==> src/hdl/nec_irfg_pkg.sv <==
// package for the nec ir frame generator: opcodes, register indexes,
// register reset values and the shared structs; no dependencies
`timescale 1ns / 1ps

package nec_irfg_pkg;

  typedef enum logic [1:0] {
    OP_TICK    = 2'd0,
    OP_PRESS   = 2'd1,
    OP_RELEASE = 2'd2
  } nec_op_e;

  localparam int unsigned UnitsW = 12;
  localparam int unsigned KeyW   = 16;
  localparam int unsigned StepW  = 7;
  localparam int unsigned CfgIdxW = 3;

  localparam logic [CfgIdxW-1:0] REG_LEADER_LOW  = 3'd0;
  localparam logic [CfgIdxW-1:0] REG_LEADER_HIGH = 3'd1;
  localparam logic [CfgIdxW-1:0] REG_SHORT       = 3'd2;
  localparam logic [CfgIdxW-1:0] REG_LONG        = 3'd3;
  localparam logic [CfgIdxW-1:0] REG_REPEAT_GAP  = 3'd4;

  localparam logic [UnitsW-1:0] LEADER_LOW_RST  = 12'h156;
  localparam logic [UnitsW-1:0] LEADER_HIGH_RST = 12'h0AB;
  localparam logic [UnitsW-1:0] SHORT_RST       = 12'h015;
  localparam logic [UnitsW-1:0] LONG_RST        = 12'h040;
  localparam logic [UnitsW-1:0] REPEAT_GAP_RST  = 12'h5F0;

  localparam logic [StepW-1:0] STEP_LEADER_LOW  = 7'd0;
  localparam logic [StepW-1:0] STEP_LEADER_HIGH = 7'd1;
  localparam logic [StepW-1:0] STEP_STOP        = 7'd66;
  localparam logic [StepW-1:0] STEP_LAST        = 7'd67;

  typedef struct packed {
    logic [UnitsW-1:0] leader_low;
    logic [UnitsW-1:0] leader_high;
    logic [UnitsW-1:0] short_len;
    logic [UnitsW-1:0] long_len;
    logic [UnitsW-1:0] repeat_gap;
  } nec_cfg_t;

  typedef struct packed {
    logic              stop;
    logic              reload;
    logic [UnitsW-1:0] delay;
    logic              pend_level;
    logic [StepW-1:0]  next_step;
  } nec_sched_t;

  typedef struct packed {
    logic ir_level;
    logic active;
    logic edge_res;
  } nec_res_t;

endpackage

==> src/hdl/nec_irfg_in_if.sv <==
// input channel of the nec ir frame generator: valid, ready, opcode and key
// depends on nothing
`timescale 1ns / 1ps

interface nec_irfg_in_if;
  logic        valid;
  logic        ready;
  logic [1:0]  opcode;
  logic [15:0] key_code;

  modport source (output valid, output opcode, output key_code, input ready);
  modport sink (input valid, input opcode, input key_code, output ready);
endinterface

==> src/hdl/nec_irfg_out_if.sv <==
// result channel of the nec ir frame generator: valid, ready and line status
// depends on nothing
`timescale 1ns / 1ps

interface nec_irfg_out_if;
  logic valid;
  logic ready;
  logic ir_level;
  logic active;
  logic edge_res;

  modport source (output valid, output ir_level, output active, output edge_res,
                  input ready);
  modport sink (input valid, input ir_level, input active, input edge_res,
                output ready);
endinterface

==> src/hdl/nec_ir_frame_generator_unit.sv <==
// top level of the nec ir frame generator: timing registers, core and queue
// depends on nec_irfg_pkg, both channel interfaces, nec_irfg_core, nec_irfg_obuf
`timescale 1ns / 1ps

// Takes one item (tick, key press, key release) per clock cycle and returns
// one result per item: line level, frame active and line edge. The line state
// is updated in the cycle of the transfer; the result is registered in a
// two-entry output queue and appears on the result channel from there. The
// input is ready whenever that queue has room, so it stalls only when two
// results are left untaken. Timing registers are written through the
// plain write port, index 0 to 4; other indexes are ignored.

module nec_ir_frame_generator_unit
  import nec_irfg_pkg::*;
(
  input  logic               clk_i,
  input  logic               rst_ni,
  input  logic               cfg_we_i,
  input  logic [CfgIdxW-1:0] cfg_index_i,
  input  logic [UnitsW-1:0]  cfg_wdata_i,
  nec_irfg_in_if.sink        in_ch_i,
  nec_irfg_out_if.source     out_ch_o
);

  nec_cfg_t cfg_q;
  nec_res_t res;
  nec_res_t out_res;
  logic     room;
  logic     fire;

  always_ff @(posedge clk_i or negedge rst_ni) begin
    if (!rst_ni) begin
      cfg_q.leader_low  <= LEADER_LOW_RST;
      cfg_q.leader_high <= LEADER_HIGH_RST;
      cfg_q.short_len   <= SHORT_RST;
      cfg_q.long_len    <= LONG_RST;
      cfg_q.repeat_gap  <= REPEAT_GAP_RST;
    end else if (cfg_we_i) begin
      case (cfg_index_i)
        REG_LEADER_LOW:  cfg_q.leader_low  <= cfg_wdata_i;
        REG_LEADER_HIGH: cfg_q.leader_high <= cfg_wdata_i;
        REG_SHORT:       cfg_q.short_len   <= cfg_wdata_i;
        REG_LONG:        cfg_q.long_len    <= cfg_wdata_i;
        REG_REPEAT_GAP:  cfg_q.repeat_gap  <= cfg_wdata_i;
        default: begin
        end
      endcase
    end
  end

  assign in_ch_i.ready = room;
  assign fire          = in_ch_i.valid && room;

  nec_irfg_core u_core (
    .clk_i      (clk_i),
    .rst_ni     (rst_ni),
    .fire_i     (fire),
    .opcode_i   (in_ch_i.opcode),
    .key_code_i (in_ch_i.key_code),
    .cfg_i      (cfg_q),
    .res_o      (res)
  );

  nec_irfg_obuf u_obuf (
    .clk_i       (clk_i),
    .rst_ni      (rst_ni),
    .push_i      (fire),
    .push_data_i (res),
    .room_o      (room),
    .valid_o     (out_ch_o.valid),
    .ready_i     (out_ch_o.ready),
    .data_o      (out_res)
  );

  assign out_ch_o.ir_level = out_res.ir_level;
  assign out_ch_o.active   = out_res.active;
  assign out_ch_o.edge_res = out_res.edge_res;

endmodule

==> src/hdl/nec_irfg_sched.sv <==
// edge scheduler: delay, next level and next step after the edge of one step
// depends on nec_irfg_pkg
`timescale 1ns / 1ps

module nec_irfg_sched
  import nec_irfg_pkg::*;
(
  input  logic [StepW-1:0] step_i,
  input  logic [KeyW-1:0]  frame_code_i,
  input  logic [KeyW-1:0]  held_key_i,
  input  nec_cfg_t         cfg_i,
  output nec_sched_t       sched_o
);

  logic [StepW-1:0] step_off;
  logic [4:0]       bit_idx;
  logic [3:0]       src_idx;
  logic             bit_one;

  assign step_off = step_i - 7'd2;
  assign bit_idx  = step_off[5:1];
  assign src_idx  = {bit_idx[4], bit_idx[2:0]};
  // second and fourth byte are sent inverted
  assign bit_one  = frame_code_i[src_idx] ^ bit_idx[3];

  always_comb begin
    sched_o.stop       = 1'b0;
    sched_o.reload     = 1'b0;
    sched_o.pend_level = ~step_i[0];
    sched_o.next_step  = (step_i == STEP_LAST) ? '0 : step_i + 7'd1;
    if (step_i == STEP_LEADER_LOW) begin
      sched_o.delay = cfg_i.leader_low;
    end else if (step_i == STEP_LEADER_HIGH) begin
      sched_o.delay = cfg_i.leader_high;
    end else if (step_i == STEP_STOP) begin
      sched_o.delay = cfg_i.short_len;
    end else if (step_i == STEP_LAST) begin
      sched_o.delay  = cfg_i.repeat_gap;
      sched_o.stop   = (held_key_i == '0);
      sched_o.reload = (held_key_i != '0);
    end else if (step_i[0]) begin
      sched_o.delay = bit_one ? cfg_i.long_len : cfg_i.short_len;
    end else begin
      sched_o.delay = cfg_i.short_len;
    end
  end

endmodule

==> src/hdl/nec_irfg_core.sv <==
// frame state registers and the per-item update of the line
// depends on nec_irfg_pkg and nec_irfg_sched
`timescale 1ns / 1ps

module nec_irfg_core
  import nec_irfg_pkg::*;
(
  input  logic            clk_i,
  input  logic            rst_ni,
  input  logic            fire_i,
  input  logic [1:0]      opcode_i,
  input  logic [KeyW-1:0] key_code_i,
  input  nec_cfg_t        cfg_i,
  output nec_res_t        res_o
);

  logic [StepW-1:0]  step_q, step_d;
  logic [KeyW-1:0]   frame_q, frame_d;
  logic [KeyW-1:0]   held_q, held_d;
  logic [UnitsW-1:0] units_q, units_d;
  logic              pend_q, pend_d;
  logic              line_q, line_d;
  logic [StepW-1:0]  sched_step;
  nec_sched_t        sched;

  assign sched_step = (opcode_i == OP_PRESS) ? STEP_LEADER_LOW : step_q;

  nec_irfg_sched u_sched (
    .step_i       (sched_step),
    .frame_code_i (frame_q),
    .held_key_i   (held_q),
    .cfg_i        (cfg_i),
    .sched_o      (sched)
  );

  always_comb begin
    step_d  = step_q;
    frame_d = frame_q;
    held_d  = held_q;
    units_d = units_q;
    pend_d  = pend_q;
    line_d  = line_q;
    case (opcode_i)
      OP_TICK: begin
        if (frame_q != '0) begin
          if (units_q <= 12'd1) begin
            units_d = '0;
            line_d  = pend_q;
            if (sched.stop) begin
              frame_d = '0;
            end else begin
              if (sched.reload) begin
                frame_d = held_q;
              end
              pend_d  = sched.pend_level;
              units_d = sched.delay;
              step_d  = sched.next_step;
            end
          end else begin
            units_d = units_q - 12'd1;
          end
        end
      end
      OP_PRESS: begin
        if (frame_q != '0) begin
          held_d = key_code_i;
        end else if (key_code_i != '0) begin
          frame_d = key_code_i;
          held_d  = key_code_i;
          line_d  = 1'b0;
          pend_d  = sched.pend_level;
          units_d = sched.delay;
          step_d  = sched.next_step;
        end
      end
      OP_RELEASE: begin
        if (held_q == key_code_i) begin
          held_d = '0;
        end
      end
      default: begin
      end
    endcase
  end

  assign res_o.ir_level = line_d;
  assign res_o.active   = (frame_d != '0);
  assign res_o.edge_res = line_d ^ line_q;

  always_ff @(posedge clk_i or negedge rst_ni) begin
    if (!rst_ni) begin
      step_q  <= '0;
      frame_q <= '0;
      held_q  <= '0;
      units_q <= '0;
      pend_q  <= 1'b1;
      line_q  <= 1'b1;
    end else if (fire_i) begin
      step_q  <= step_d;
      frame_q <= frame_d;
      held_q  <= held_d;
      units_q <= units_d;
      pend_q  <= pend_d;
      line_q  <= line_d;
    end
  end

endmodule

==> src/hdl/nec_irfg_obuf.sv <==
// two-entry result queue between the core and the result channel
// depends on nec_irfg_pkg
`timescale 1ns / 1ps

module nec_irfg_obuf
  import nec_irfg_pkg::*;
(
  input  logic     clk_i,
  input  logic     rst_ni,
  input  logic     push_i,
  input  nec_res_t push_data_i,
  output logic     room_o,
  output logic     valid_o,
  input  logic     ready_i,
  output nec_res_t data_o
);

  logic [1:0] count_q, count_d;
  nec_res_t   slot0_q, slot0_d;
  nec_res_t   slot1_q, slot1_d;
  logic       pop;

  assign valid_o = (count_q != 2'd0);
  assign room_o  = (count_q != 2'd2);
  assign data_o  = slot0_q;
  assign pop     = valid_o && ready_i;

  always_comb begin
    slot0_d = slot0_q;
    slot1_d = slot1_q;
    count_d = count_q;
    if (pop) begin
      slot0_d = slot1_q;
    end
    if (push_i) begin
      if ((count_q == 2'd0) || ((count_q == 2'd1) && pop)) begin
        slot0_d = push_data_i;
      end else begin
        slot1_d = push_data_i;
      end
    end
    count_d = count_q + {1'b0, push_i} - {1'b0, pop};
  end

  always_ff @(posedge clk_i or negedge rst_ni) begin
    if (!rst_ni) begin
      count_q <= '0;
    end else begin
      count_q <= count_d;
    end
  end

  always_ff @(posedge clk_i) begin
    slot0_q <= slot0_d;
    slot1_q <= slot1_d;
  end

endmodule
==> src/flat_wrapper.sv <==
// flat-port wrapper written by rule: the top's interface ports become plain ports
module nec_ir_frame_generator_unit_flat import nec_irfg_pkg::*;
  (clk_i, rst_ni, cfg_we_i, cfg_index_i, cfg_wdata_i, in_ch_i_valid, in_ch_i_opcode, in_ch_i_key_code, in_ch_i_ready, out_ch_o_valid, out_ch_o_ir_level, out_ch_o_active, out_ch_o_edge_res, out_ch_o_ready);
  nec_irfg_in_if in_ch_i_i ();
  nec_irfg_out_if out_ch_o_i ();
  input  logic clk_i;
  input  logic rst_ni;
  input  logic cfg_we_i;
  input  logic [CfgIdxW-1:0] cfg_index_i;
  input  logic [UnitsW-1:0] cfg_wdata_i;
  input wire logic [$bits(in_ch_i_i.valid)-1:0] in_ch_i_valid;
  input wire logic [$bits(in_ch_i_i.opcode)-1:0] in_ch_i_opcode;
  input wire logic [$bits(in_ch_i_i.key_code)-1:0] in_ch_i_key_code;
  output wire logic [$bits(in_ch_i_i.ready)-1:0] in_ch_i_ready;
  output wire logic [$bits(out_ch_o_i.valid)-1:0] out_ch_o_valid;
  output wire logic [$bits(out_ch_o_i.ir_level)-1:0] out_ch_o_ir_level;
  output wire logic [$bits(out_ch_o_i.active)-1:0] out_ch_o_active;
  output wire logic [$bits(out_ch_o_i.edge_res)-1:0] out_ch_o_edge_res;
  input wire logic [$bits(out_ch_o_i.ready)-1:0] out_ch_o_ready;
  assign in_ch_i_i.valid = in_ch_i_valid;
  assign in_ch_i_i.opcode = in_ch_i_opcode;
  assign in_ch_i_i.key_code = in_ch_i_key_code;
  assign in_ch_i_ready = in_ch_i_i.ready;
  assign out_ch_o_valid = out_ch_o_i.valid;
  assign out_ch_o_ir_level = out_ch_o_i.ir_level;
  assign out_ch_o_active = out_ch_o_i.active;
  assign out_ch_o_edge_res = out_ch_o_i.edge_res;
  assign out_ch_o_i.ready = out_ch_o_ready;
  nec_ir_frame_generator_unit u_core (.clk_i(clk_i), .rst_ni(rst_ni), .cfg_we_i(cfg_we_i), .cfg_index_i(cfg_index_i), .cfg_wdata_i(cfg_wdata_i), .in_ch_i(in_ch_i_i), .out_ch_o(out_ch_o_i));
endmodule
==> config.mk <==
export PLATFORM = sky130hd
export DESIGN_NAME = nec_ir_frame_generator_unit_flat
export DESIGN_NICKNAME = d
export VERILOG_FILES = /design/src/hdl/nec_irfg_pkg.sv /design/src/hdl/nec_irfg_in_if.sv /design/src/hdl/nec_irfg_out_if.sv /design/src/hdl/nec_ir_frame_generator_unit.sv /design/src/hdl/nec_irfg_sched.sv /design/src/hdl/nec_irfg_core.sv /design/src/hdl/nec_irfg_obuf.sv /design/src/flat_wrapper.sv
export SDC_FILE = /design/constraint.sdc
export NUM_CORES = 1
export LEC_CHECK = 0
export ABC_AREA = 1
export BUFFER_PORTS_ARGS = -buffer_cell sky130_fd_sc_hd__buf_2
export CORE_UTILIZATION = 43
export CTS_BUF_LIST = sky130_fd_sc_hd__clkbuf_4 sky130_fd_sc_hd__clkbuf_8
export CTS_CLUSTER_DIAMETER = 150
export DETAILED_ROUTE_END_ITERATION = 12
export HOLD_SLACK_MARGIN = 0.03
export SLEW_MARGIN = 20
export SYNTH_ARGS = -nofsm -noshare
export SYNTH_HDL_FRONTEND = slang
export SYNTH_SLANG_ARGS = --single-unit
==> constraint.sdc <==
create_clock -name clk_i -period 2.3 [get_ports clk_i]
set_input_delay 0.23 -clock clk_i [delete_from_list [all_inputs] [get_ports clk_i]]
set_output_delay 0.23 -clock clk_i [all_outputs]
set_load 0.01 [all_outputs]
# Yosys cells after proc, flatten, opt, wreduce, memory -nomap -nowiden
# Cells that the tools add are included.
# totals
reg_bits	121
in_bits	38
output_inout_bits	5
word_cells	124
# classes
add_sub_neg	5
magnitude_cmp	2
eq_ne	19
muxes	51
bitwise	4
reduce_logical	25
# ops
operator	count
$mux W16	9
$mux W12	11
$pmux W16 S2	2
$reduce_bool A16 Y1	4
$mux W7	7
$pmux W12 S2	1
$eq A16 B16 Y1	1
$logic_not A16 Y1	1
$eq A7 B7 Y1 const B	2
$pmux W7 S2	1
$le A12 B1 Y1 const B	1
$ne A2 B2 Y1 const B	6
$reduce_and A2 Y1	6
$sub A12 B1 Y12 const B	1
$mux W1	10
$mux W3	3
$mux W2	4
$add A7 B1 Y7 const B	1
$eq A7 B1 Y1 const B	1
$logic_not A7 Y1	1
$reduce_and A7 Y1	1
$eq A3 B2 Y1 const B	2
$reduce_bool A2 Y1	3
$sub A6 B2 Y6 const B	1
19 further kinds	26

# Depth between registers and ports, before layout
# logic_depth
word_depth	16
mapped_depth	25
mapped_depth_nobuf	22

# By module
# From an unflattened synthesis, not the netlist that was laid out.
# unflattened
hier_cells	1198
hier_area_um2	8122.8
# modules_own_cells
mod	n_inst	cells_per_inst	area_per_inst_um2	seq_area_each_um2
nec_irfg_core	1	596	3865.0	1328.8
nec_ir_frame_generator_unit	1	276	2507.4	1526.5
nec_irfg_sched	1	282	1367.6	0.0
nec_irfg_obuf	1	44	382.9	200.2

# Worst setup path before layout
# OpenSTA, ideal clock, no wires.
# synth_timing
kind	in2reg
from	input in_ch_i_opcode[1]
to	register u_core.u_obuf.slot1_q[1] (netlist name) (data pin)
setup_time_ns	0.255
arrival_time_ns	2.667
required_time_ns	2.045
slack_ns	-0.622
stages	21
path_buffers	4
cell_sequence	inv_1 -> ha_1 -> buf_6 -> inv_2 -> buf_6 -> nand2_1 -> clkinv_1 -> clkbuf_1 -> ha_1 -> inv_1 -> nor3_4 -> nand2_2 -> nor2_2 -> a21oi_2 -> buf_6 -> nand3_1 -> nand3_1 -> nor2_1 -> nand2_1 -> nor2_2 -> nand2_1
# synth_rtl
item	line	text
from (decl)	flat_wrapper.sv:12	input wire logic [$bits(in_ch_i_i.opcode)-1:0] in_ch_i_opcode;
to (signal assigned)	nec_irfg_obuf.sv:55	slot1_q <= slot1_d;
to (decl)	nec_irfg_obuf.sv:20	nec_res_t slot1_q, slot1_d;

==> flow_summary.json <==
{
  "tightest_slew_ns": 0.867,
  "r2r_start": "u_core.u_core.step_q[1]",
  "grt_max_degree": 62,
  "cts-root-buf": "clkbuf_8",
  "finalCritPeriodShare_pct": 104,
  "drt_iter0_markers": 649,
  "htreeDepth": 4,
  "num_rows": 46,
  "place.gp.congestion": 0.910,
  "nets": 1223,
  "area_growth_pct": 35.7,
  "final.setup_skew_ns": 0.0170,
  "cp_max_fo": 8,
  "timing.rr.end": "u_core.u_obuf.slot1_q[1]",
  "die_area_sq_um": 17200,
  "cp-start-kind": "flop",
  "setup_viol": 14,
  "whs_ns": 0.0712,
  "antenna_cells": 0,
  "setup_slack_ns": -0.103,
  "worstHoldEndpoint": "u_core.cfg_q[7]",
  "startpoint": "u_core.u_core.step_q[1]",
  "cp.arrival_ns": 2.61,
  "status": "complete, but fails checks",
  "ant_nets": 0,
  "cts_tree": "built",
  "cts-buffers-inserted": 17,
  "io_pins": 43,
  "grt_pass1_wl_um": 34500,
  "synth_area_sq_um": 7190,
  "syn_inst": 1001,
  "max_slew_margin_pct": 42.0,
  "yosysWarningCount": 0,
  "grt_pass1_vias": 6782,
  "holdPathStages": 3,
  "most-common-layout-cells": "nand2_1 (226), buf_4 (130), inv_1 (102), nor2_1 (94)",
  "drt-total-wl_um": 21400,
  "clkLatencyLatePin_ns": 0.46,
  "fill_cells": 1484,
  "yosysUniqueCellTypes": 42,
  "ys_ff_latch": 121,
  "violations": "negative setup slack",
  "clkSinkCount": 121,
  "syn_nets": 1052,
  "fmax_mhz": 416,
  "path_class": "flop to flop",
  "slew_violations": 0,
  "layout_commonest_cell": "nand2_1",
  "rsz0062_at_grt": "yes",
  "viasPerCell": 5.16,
  "num_vias": 7233,
  "cp.required_ns": 2.51,
  "die_w_um": 131,
  "fp.dieH_um": 131,
  "rrSetupSlack_ns": -0.10,
  "core_sq_um": 16100,
  "period_minus_slack_ns": 2.40,
  "p_per_area_nw_per_um2": 1160,
  "layout-drive-gt1-share_pct": 32.7,
  "drt-pass1-iter-count": 5,
  "worstHoldStart": "cfg_wdata_i[7]",
  "cap_violations": 0,
  "antenna_found_initial": 0,
  "r2r_cells": 15,
  "hold_viol_final": 0,
  "numPortBuffers": 42,
  "wl_per_cell_um": 15.3,
  "irDropWorstVdd_uv": 586,
  "syn_avg_cell_area_sq_um": 7.18,
  "dp_hpwl_um": 14700,
  "clk_pin_slew_ns": 0.09,
  "power.leakage_nw": 4.92,
  "ctsLongestPathBuffers": 2,
  "end_kind": "flop",
  "grtUsageTotal_pct": 25.1,
  "route.detailed.drc": 0,
  "initial_utilization_pct": 44.6,
  "finalPower_w": 0.0113,
  "hold_path.class": "input pin to flop",
  "synth-seq-area-share_pct": 42.5,
  "grt_overflow_total": 0
}
## cell families after synthesis
group	after synthesis	synth area share, %
AOI/OAI and AO/OA	183	13.8
adders and majority gates	13	2.26
and+or+nand+nor	501	30.1
muxes	1	0.139
DFF	121	42.5
buffers and inverters	166	9.26
xor gates and xnor gates	16	1.95
## layer usage
metal	vias up	part of all wire, %	wire length (um)	GRT usage (%)
met5	-	0	0	0
met4	0	1.2	254	7.49
met3	19	5.0	1080	4.51
met2	203	45	9650	37.1
met1	3398	49	10500	37.0
li1	3613	-	-	-
## per-stage QoR
stage	utilization, %	area, sq um	instances	setup slack, ns	TNS, ns
2_1_floorplan	-	7270	1001	-0.197	-1.48
3_3_place_gp	53.4	8600	1347	-0.422	-5.93
3_5_place_dp	53.4	8600	1347	-0.418	-6.88
4_1_cts	56.8	9160	1385	-0.0415	-0.125
5_1_grt	60.5	9750	1401	-0.203	-2.58
6_report	60.5	9750	1401	-0.103	-0.501
## cells in the mapped netlist (all sizes together)
cell / number / area [sq um]
a21oi: 48 / 244
a22oi: 6 / 45.0
a31oi: 3 / 18.8
a41oi: 1 / 8.76
buf: 12 / 86.3
clkbuf: 28 / 105
clkinv: 3 / 12.5
dfrtp: 93 / 2330
dfstp: 22 / 578
dfxtp: 3 / 60.1
edfxtp: 3 / 90.1
ha: 13 / 163
inv: 123 / 462
mux2i: 1 / 10.0
nand2: 269 / 1040
nand3: 75 / 388
nand3b: 1 / 7.51
nand4: 25 / 156
nor2: 112 / 448
nor2b: 1 / 6.26
nor3: 10 / 66.3
nor4: 7 / 43.8
o211ai: 3 / 32.5
o21ai: 97 / 485
o22ai: 25 / 156
or2: 1 / 6.26
xnor2: 3 / 26.3
xor2: 13 / 114
## area by class of cell
class	count	area [sq um]	share of cell area, %
well taps	216	270	2.77
flip-flops and latches	121	3060	31.3
clock inverters	13	191	1.96
repair buffers	191	1500	15.4
clock buffers	19	249	2.55
inverters	126	508	5.21
multi-input cells	715	3980	40.8
## power breakdown
part / switching, W / internal, W
Sequential: 0.000456 / 0.00284
Combinational: 0.00331 / 0.00256
Clock: 0.000943 / 0.00122
## sequential cells by signal, summed over array words and instances (netlist names), 2 cells and up
register	cells
u_core.u_obuf.count_q	2
u_core.u_obuf.slot1_q	3
u_core.u_core.step_q	7
u_core.u_obuf.data_o	3
u_core.cfg_q	60
u_core.u_core.units_q	12
u_core.u_core.held_q	16
u_core.u_core.frame_q	16
## worst max-delay path, stage by stage, from the launching register on
cell and delay [ns]:
dfrtp_1 0.38, inv_2 0.06, nor2_4 0.11, buf_6 0.12
ha_4 0.14, inv_4 0.04, nor3_4 0.22, nand2_4 0.13
nor2_4 0.21, a21oi_4 0.15, nand3_2 0.10, nand2_2 0.08
nor2_4 0.12, nand2_2 0.08, nor2_4 0.15, nand2_1 0.06
## what timing repair did
item                                    in CTS  in global routing
endpoints found under the setup margin      40                 28
pin swaps                                    8                 53
hold buffers                                 1                  0
gates cloned                                 1                  3
gates resized for setup                     16                121
endpoints found under the hold margin       93                  0
buffers inserted                             4                 13
## worst max path at each step
stage | depth (start not counted) | to | slack (ns)
3_3_place_gp | 17 | u_core.u_obuf.slot1_q[1] | -0.42
4_1_cts | 15 | u_core.u_obuf.slot1_q[1] | -0.04
5_1_grt | 15 | u_core.u_obuf.slot1_q[1] | -0.20
6_report | 15 | u_core.u_obuf.slot1_q[1] | -0.10
2_1_floorplan | 21 | u_core.u_obuf.slot1_q[1] | -0.20
3_5_place_dp | 19 | u_core.u_obuf.slot1_q[1] | -0.42
No activity file was read; power rests on OpenSTA's default activity.
